**config.mk**
```make
export PLATFORM = sky130hd
export DESIGN_NAME = multi_timebase_event_queue
export DESIGN_NICKNAME = d
export VERILOG_FILES = /design/src/design/mteq_pkg.sv /design/src/design/mteq_cell.sv /design/src/design/multi_timebase_event_queue.sv
export VERILOG_INCLUDE_DIRS = /design/src /design/src/design
export SDC_FILE = /design/constraint.sdc
export NUM_CORES = 2
export LEC_CHECK = 0
export ABC_AREA = 1
export BUFFER_PORTS_ARGS = -buffer_cell sky130_fd_sc_hd__buf_2
export CAP_MARGIN = 20
export CORE_MARGIN = 2
export CORE_UTILIZATION = 60
export DETAILED_ROUTE_END_ITERATION = 6
export MAX_ROUTING_LAYER = met4
export PLACE_DENSITY_LB_ADDON = 0.1
export SLEW_MARGIN = 20
export SYNTH_ARGS = -nofsm -noshare
export SYNTH_HDL_FRONTEND = slang
export SYNTH_SLANG_ARGS = --single-unit
```
**constraint.sdc**
```tcl
create_clock -name clk -period 6.3 [get_ports clk]
set_input_delay 0.315 -clock clk [delete_from_list [all_inputs] [get_ports clk]]
set_output_delay 0.315 -clock clk [all_outputs]
set_load 0.02 [all_outputs]
```
**src/design/multi_timebase_event_queue_defines.svh**
```systemverilog
// Assertion macros shared by the event queue design.
`ifndef MULTI_TIMEBASE_EVENT_QUEUE_DEFINES_SVH
`define MULTI_TIMEBASE_EVENT_QUEUE_DEFINES_SVH
// Implication checked on every rising clock edge outside reset.
`define MTEQ_ASSERT_IMP(label, clk, rst_n, a, c) \
	label: assert property (@(posedge clk) disable iff (!rst_n) (a) |-> (c)) \
		else $error("assertion failed");
// Next-cycle implication checked outside reset.
`define MTEQ_ASSERT_NXT(label, clk, rst_n, a, c) \
	label: assert property (@(posedge clk) disable iff (!rst_n) (a) |=> (c)) \
		else $error("assertion failed");
`endif

```
**src/design/mteq_pkg.sv**
```systemverilog
// Package with types, constants and helpers of the event queue.
package mteq_pkg;
	localparam int QUEUE_DEPTH = 16;
	localparam int IDX_W = $clog2(QUEUE_DEPTH);
	localparam int CNT_W = $clog2(QUEUE_DEPTH + 1);
	localparam logic [30:0] DUE_MAX = 31'h7FFF_FFFF;
	localparam logic [1:0] PRIO_FORCED = 2'd3;

	typedef enum logic [1:0] {
		OP_CLEAR = 2'd0,
		OP_ENQ = 2'd1,
		OP_TRANS = 2'd2,
		OP_POP = 2'd3
	} op_t;

	localparam logic [2:0] TRIG_CHOICES = 3'd0;
	localparam logic [2:0] TRIG_DAYS = 3'd1;
	localparam logic [2:0] TRIG_NIGHTS = 3'd2;
	localparam logic [2:0] TRIG_DAY_START = 3'd3;
	localparam logic [2:0] TRIG_NIGHT_START = 3'd4;

	typedef enum logic [1:0] {
		ST_IDLE,
		ST_SCAN,
		ST_DONE
	} state_t;

	typedef struct packed {
		logic [1:0] op;
		logic is_night;
		logic [30:0] choice_count;
		logic [30:0] day_number;
		logic [30:0] night_total;
		logic [2:0] trigger_kind;
		logic [30:0] delay_offset;
		logic [1:0] priority_level;
		logic [15:0] event_tag;
	} in_item_t;

	typedef struct packed {
		logic popped_valid;
		logic [2:0] popped_trigger;
		logic [1:0] popped_priority;
		logic [15:0] popped_tag;
		logic [30:0] popped_due;
		logic forced_pending;
		logic enqueue_dropped;
		logic [4:0] entry_count;
	} out_item_t;

	typedef struct packed {
		logic [2:0] trigger;
		logic [1:0] prio;
		logic [15:0] tag;
		logic [30:0] due;
	} entry_t;

	// Control passed from the sequencer to every cell.
	typedef struct packed {
		logic shift;
		logic load;
		logic arm;
		logic arm_night;
		logic [30:0] arm_due;
	} cell_ctl_t;

	function automatic logic entry_due_now(entry_t e, logic [30:0] chc, logic [30:0] day,
			logic [30:0] ngt);
		logic r;
		case (e.trigger)
			TRIG_CHOICES, TRIG_DAY_START, TRIG_NIGHT_START: r = (chc >= e.due);
			TRIG_DAYS: r = (day >= e.due);
			TRIG_NIGHTS: r = (ngt >= e.due);
			default: r = 1'b0;
		endcase
		return r;
	endfunction
endpackage

```
**src/design/mteq_cell.sv**
```systemverilog
// One storage cell of the circulating entry ring.
module mteq_cell (
	input logic clk,
	input mteq_pkg::cell_ctl_t ctl,
	input mteq_pkg::entry_t prev_entry,
	input mteq_pkg::entry_t load_entry,
	output mteq_pkg::entry_t entry
);
	import mteq_pkg::*;

	entry_t entry_q;
	entry_t nxt;

	always_comb begin
		nxt = ctl.load ? load_entry : prev_entry;
		if (ctl.arm && nxt.trigger == (ctl.arm_night ? TRIG_NIGHT_START : TRIG_DAY_START))
			nxt.due = ctl.arm_due;
	end

	always_ff @(posedge clk) begin
		if (ctl.shift)
			entry_q <= nxt;
	end

	assign entry = entry_q;
endmodule

```
**src/design/multi_timebase_event_queue.sv**
```systemverilog
// Top level of the event queue: sequencer around a ring of storage cells.
// Each item passes from acceptance through the scan state, which rotates the ring once through all
// QUEUE_DEPTH cells, then the done state, which performs the removal, and then the result strobe.
// busy is low during the result strobe, so the next item can be accepted then, but not before.
// Reset clears the entry count and sequencer; cell contents are undefined until written.
module multi_timebase_event_queue (
	input logic clk,
	input logic arst_n,
	input logic start,
	input mteq_pkg::in_item_t in_item,
	output logic busy,
	output logic done,
	output mteq_pkg::out_item_t result
);
	import mteq_pkg::*;
	`include "multi_timebase_event_queue_defines.svh"

	state_t state_q, state_d;
	in_item_t item_q;
	logic [CNT_W-1:0] count_q;
	logic [IDX_W-1:0] step_q;
	logic found_q, forced_q, forced2_q, drop_q;
	logic [IDX_W-1:0] best_q;
	entry_t best_e_q, last_e_q, new_e_q;
	out_item_t result_q;
	logic [CNT_W-1:0] count_d;
	logic [CNT_W-1:0] lim_f;

	entry_t ring [QUEUE_DEPTH];
	cell_ctl_t ctl;
	cell_ctl_t cctl [QUEUE_DEPTH];
	entry_t head;
	entry_t load_e;
	entry_t feed;
	logic [IDX_W-1:0] pos;
	logic in_range, head_due, in_f, feed_due, swap, forced_after;
	logic [31:0] sum;
	logic [30:0] base;

	// Cell 0 sees position step_q of the queue at the head of each scan cycle.
	assign head = ring[QUEUE_DEPTH-1];
	assign pos = step_q;
	assign in_range = ({1'b0, pos} < count_q);
	assign head_due = entry_due_now(head, item_q.choice_count, item_q.day_number,
		item_q.night_total);

	always_comb begin
		case (in_item.trigger_kind)
			TRIG_CHOICES: base = in_item.choice_count;
			TRIG_DAYS: base = in_item.day_number;
			default: base = in_item.night_total;
		endcase
		sum = {1'b0, base} + {1'b0, in_item.delay_offset};
	end

	always_comb begin
		ctl = '0;
		ctl.arm_night = item_q.is_night;
		ctl.arm_due = item_q.choice_count;
		ctl.shift = (state_q == ST_SCAN);
		if (state_q == ST_SCAN) begin
			if (item_q.op == OP_ENQ && !drop_q && {1'b0, pos} == count_q)
				ctl.load = 1'b1;
			ctl.arm = (item_q.op == OP_TRANS) && in_range;
		end
		swap = (state_q == ST_DONE) && (item_q.op == OP_POP) && found_q;
		load_e = (state_q == ST_DONE) ? last_e_q : new_e_q;
		for (int k = 0; k < QUEUE_DEPTH; k++) begin
			cctl[k] = '0;
			cctl[k].shift = ctl.shift;
			if (k == 0)
				cctl[k] = ctl;
			if (swap && best_q == IDX_W'(QUEUE_DEPTH - 1 - k)) begin
				cctl[k].shift = 1'b1;
				cctl[k].load = 1'b1;
			end
		end
	end

	// Entry entering cell 0, after any load or arming.
	always_comb begin
		feed = ctl.load ? new_e_q : head;
		if (ctl.arm && feed.trigger == (ctl.arm_night ? TRIG_NIGHT_START : TRIG_DAY_START))
			feed.due = ctl.arm_due;
	end

	assign feed_due = entry_due_now(feed, item_q.choice_count, item_q.day_number,
		item_q.night_total);
	assign lim_f = (item_q.op == OP_POP) ? count_q : count_d;
	assign in_f = ({1'b0, pos} < lim_f);

	generate
		for (genvar g = 0; g < QUEUE_DEPTH; g++) begin : g_cell
			mteq_cell u_cell (
				.clk(clk),
				.ctl(cctl[g]),
				.prev_entry(g == 0 ? head : ring[(g == 0) ? 0 : g-1]),
				.load_entry(load_e),
				.entry(ring[g])
			);
		end
	endgenerate

	always_comb begin
		state_d = state_q;
		unique case (state_q)
			ST_IDLE: if (start) state_d = ST_SCAN;
			ST_SCAN: if (step_q == IDX_W'(QUEUE_DEPTH-1)) state_d = ST_DONE;
			ST_DONE: state_d = ST_IDLE;
			default: state_d = ST_IDLE;
		endcase
	end

	assign busy = (state_q != ST_IDLE);

	always_ff @(posedge clk or negedge arst_n) begin
		if (!arst_n) begin
			state_q <= ST_IDLE;
			count_q <= '0;
			step_q <= '0;
			done <= 1'b0;
		end else begin
			state_q <= state_d;
			done <= 1'b0;
			if (state_q == ST_IDLE)
				step_q <= '0;
			else if (state_q == ST_SCAN)
				step_q <= step_q + 1'b1;
			if (state_q == ST_DONE) begin
				count_q <= count_d;
				done <= 1'b1;
			end
		end
	end

	always_comb begin
		count_d = count_q;
		unique case (op_t'(item_q.op))
			OP_CLEAR: count_d = '0;
			OP_ENQ: if (!drop_q) count_d = count_q + 1'b1;
			OP_POP: if (found_q) count_d = count_q - 1'b1;
			default: count_d = count_q;
		endcase
	end

	always_ff @(posedge clk) begin
		if (state_q == ST_IDLE && start) begin
			item_q <= in_item;
			drop_q <= (count_q >= CNT_W'(QUEUE_DEPTH));
			found_q <= 1'b0;
			forced_q <= 1'b0;
			forced2_q <= 1'b0;
			new_e_q.trigger <= in_item.trigger_kind;
			new_e_q.prio <= in_item.priority_level;
			new_e_q.tag <= in_item.event_tag;
			if (in_item.trigger_kind <= TRIG_NIGHTS)
				new_e_q.due <= sum[31] ? DUE_MAX : sum[30:0];
			else
				new_e_q.due <= DUE_MAX;
		end else if (state_q == ST_SCAN) begin
			if (in_range && head_due && item_q.op == OP_POP
					&& (!found_q || head.prio > best_e_q.prio)) begin
				found_q <= 1'b1;
				best_q <= pos;
				best_e_q <= head;
			end
			if ({1'b0, pos} == count_q - 1'b1)
				last_e_q <= head;
			if (in_f && feed_due && feed.prio == PRIO_FORCED) begin
				forced_q <= 1'b1;
				if (forced_q)
					forced2_q <= 1'b1;
			end
		end
	end

	// A popped entry is the first forced one whenever any forced entry is due.
	assign forced_after = (item_q.op == OP_POP && found_q) ? forced2_q : forced_q;

	always_ff @(posedge clk) begin
		if (state_q == ST_DONE) begin
			result_q.popped_valid <= (item_q.op == OP_POP) && found_q;
			result_q.popped_trigger <= (item_q.op == OP_POP && found_q) ? best_e_q.trigger : '0;
			result_q.popped_priority <= (item_q.op == OP_POP && found_q) ? best_e_q.prio : '0;
			result_q.popped_tag <= (item_q.op == OP_POP && found_q) ? best_e_q.tag : '0;
			result_q.popped_due <= (item_q.op == OP_POP && found_q) ? best_e_q.due : '0;
			result_q.forced_pending <= forced_after;
			result_q.enqueue_dropped <= (item_q.op == OP_ENQ) && drop_q;
			result_q.entry_count <= 5'(count_d);
		end
	end

	assign result = result_q;

	`MTEQ_ASSERT_IMP(a_count_bound, clk, arst_n, 1'b1, count_q <= CNT_W'(QUEUE_DEPTH))
	`MTEQ_ASSERT_NXT(a_start_busy, clk, arst_n, start && !busy, busy)
	`MTEQ_ASSERT_IMP(a_done_idle, clk, arst_n, done, !busy)
endmodule

```
==> results.ini <==
[setup_path]
endpoint_kind=register
arrival_ns=6.14
critical-path-slowest-cell=nor4_1
critical_path_peak_fanout=41
critical_path_source_type=register
criticalPathCategory=register to register
required_ns=6.91
timing.critical_path.slowest_cell_delay_ns=0.59
critical_path.most_common_cell=nand2_1

[clock_tree]
number_of_setup_buffers_added_after_cts=0
insertion_delay_ns=0.73
worst_setup_hold_path_clk_slew_ns=0.06
ctsLongestPathBuffers=3
ctsHtreeMaxLevel=3
cts-root-buf=clkbuf_16
cts_tree=built
post_cts_resize_count=0
clock_sinks=1164
cts-buffers-inserted=116

[grt]
grt_pass1_wl_mm=218
gr-total-overflow=0
grt_pass1_vias=35800
grt.total_usage_pct=33.2
grt_max_degree=105
grt_antenna_before_repair=9

[worst_hold_path]
worstHoldPathType=input pin to async pin

[detailed_routing]
routed_wl_mm=146
drtPass1Iterations=6
vias=37500
routed_via_density=5.92
drt_drc_violations_left=0
drt_initial_violations=3537
post_drt_wl_per_cell_um=23.1
final_antenna_net_count=0

[synthesis]
yosys.area.top_type_share_pct=65.1
syn-mean-instance-area_um2=11.0
synthTopCellsByArea=edfxtp_1 65%, o21ai_0 8.8%, nand2_1 8.4%
synth_sequential_area_ratio_pct=65.8
synth.cell_area_um2=53000
ys_top_cells_by_count=1191 x nand2_1, 1149 x edfxtp_1, 928 x o21ai_0, 264 x inv_1, 262 x clkbuf_1
mappedNetlistNets=5157
synth_async_sr_flop_share_pct=1.03
synth_warnings=0
yosysMostFrequentCell=nand2_1
synth_edf_count=1149
synth_cells=4799
synthDominantAreaCellType=edfxtp_1
number_of_different_library_cells_in_the_post_synthesis_netlist=55
number_of_synthesized_register_bits=1164
synthFlopType=edfxtp_1

[placement]
gp_congestion=0.939
place.detailed.hpwl_mm=99.3
pre_cts_ws_ns=1.04
io_buffer_count=212
placement.cell_area_um2=55400

[cells_and_area]
layout-drive-gt1-share_pct=11.2
num-nets-final=5424
layout.cell_area.non_filler_um2=60600
area_growth_pct=14.3
nFillCells=6555

[flow_run]
drv.max_cap_violation_count=0

[sta]
unrepaired_setup_endpoints_after_global_routing=no
timing.final.crit_share_pct=87.7
clock_period_minus_final_worst_setup_slack_ns=5.53
setup_violators_final=0
final_max_slew_viol_count=0
final.setup.tns_ns=0
fmax_mhz=181
finalHoldViolCount=0
setup_ws_ns=0.772
fin_skew_ns=0.0527
timing.slew.headroom_pct=22.5
tightestPinTransition_ns=1.14

[floorplanning]
die_h_um=301
floorplan.io_pins=213
placeableCoreArea_um2=88000
die-area_um2=90700
rows=109
die_w_um=301
start_util_pct=60.3

[power_and_ir_drop]
p_per_area_nw_per_um2=483
cellLeakagePower_uw=0.0250
ir_drop_mv=0.369

[outcome]
outcome=finished, final reports clean

==> power breakdown <==
group | internal [uW] | total [uW] | switching [uW] | leakage [uW]
clock | 4140 | 7110 | 2960 | 0.00187
combinational | 2500 | 7470 | 4970 | 0.0119
sequential | 13100 | 14700 | 1570 | 0.0112
==> sequential cells by signal (all words and copies together), names as in the netlist <==
register             cells
forced2_q                1
result                  60
cctl                    32
new_e_q                 52
done                     1
count_q                  5
item_q                  64
state_q                  2
last_e_q                52
g_cell.u_cell.entry    832
pos                      4
best_q                   4
best_e_q                52
forced_q                 1
found_q                  1
drop_q                   1
==> per-stage QoR <==
step | total power (uW) | hold WS, ns | instances | utilization (%)
floorplan | 19000 | 0.0194 | 4799 | -
global placement | 22000 | 0.231 | 5991 | 62.9
detailed placement | 22100 | 0.228 | 5991 | 63.0
CTS | 29300 | 0.00541 | 6326 | 68.8
global route | 30900 | 0.0220 | 6332 | 68.9
finish | 29300 | 0.0244 | 6332 | 68.9
==> critical path, delay by kind of cell (launching register included) <==
kind / cells / cell delay [ns]
flops: 1 / 0.42
compound gates: 3 / 0.38
fa+ha+maj: 2 / 0.65
buf+inv: 3 / 0.88
simple gates: 21 / 3.05
==> per-layer routing <==
| metal | part of all wire [%] | vias up | wire (um) | global-route usage [%] |
|---|---|---|---|---|
| met5 | 0 | - | 0 | - |
| met4 | 2.6 | 0 | 3820 | 8.54 |
| met3 | 6.1 | 234 | 8870 | 3.93 |
| met2 | 51 | 1406 | 74400 | 56.1 |
| met1 | 40 | 18300 | 59200 | 42.9 |
| li1 | - | 17500 | - | - |
==> layout make-up <==
class	instances	area, um2	area share, %
diodes	3	7.51	0.0124
well taps	1165	1460	2.41
flip-flops and latches	1164	34900	57.5
clock buffers	143	3060	5.04
inverters	270	1020	1.68
repair buffers	429	3050	5.03
clock inverters	73	863	1.42
multi-input cells	3085	16300	26.9
==> logic make-up (layout without fill, tap and decap cells) <==
family | count (synthesis) | count (layout) | synth area share (%)
other cells | 0 | 3 | 0
mux | 40 | 40 | 0.755
flops | 1164 | 1164 | 65.8
xor+xnor | 26 | 26 | 0.430
simple gates | 1615 | 1615 | 12.2
buf+inv | 550 | 915 | 3.97
compound gates | 1197 | 1197 | 12.0
fa+ha+maj | 207 | 207 | 4.90
==> placed cells by master (no fill, tap or decap), types with 20 or more instances in the layout <==
cell           synthesis  final
nand2_1             1191   1164
edfxtp_1            1149   1149
o21ai_0              928    924
inv_1                264    256
nor2_1               224    220
buf_2                  6    212
ha_1                 206    206
a21oi_1              138    138
dlygate4sd3_1          0    119
clkbuf_16              0    117
nand3_1              100    100
buf_4                  3     94
a221oi_1              33     33
nand4_1               26     26
nand2_2                7     23
clkinv_1               1     23
mux2i_1               40     23
clkbuf_1             262     23
o21a_1                20     20
==> path summary, 6_finish.rpt <==
kind | cells after the start | slack [ns] | start | endpoint
setup / recovery | 29 | 0.77 | count_q[2]$_DFFE_PN0P_ | forced2_q$_SDFFE_PP0P_
hold / removal | 2 | 0.02 | arst_n | pos[3]$_DFFE_PN0P_
setup reg to reg | 29 | 0.77 | count_q[2]$_DFFE_PN0P_ | forced2_q$_SDFFE_PP0P_
hold reg to reg | 2 | 0.48 | forced_q$_SDFFE_PP0P_ | forced2_q$_SDFFE_PP0P_
max in group asynchronous | 2 | 6.03 | arst_n | state_q[0]$_DFFE_PN0P_
min in group clk | 4 | 0.04 | in_item[18] | new_e_q[0]$_SDFFCE_PP1P_
==> repair_timing <==
| action | 4_1_cts | 5_1_grt |
|---|---|---|
| endpoints found under the hold margin | 130 | 0 |
| hold buffers | 119 | 0 |
| endpoints found under the setup margin | 0 | 0 |
Note: power is estimated with default switching activity, not from simulation.
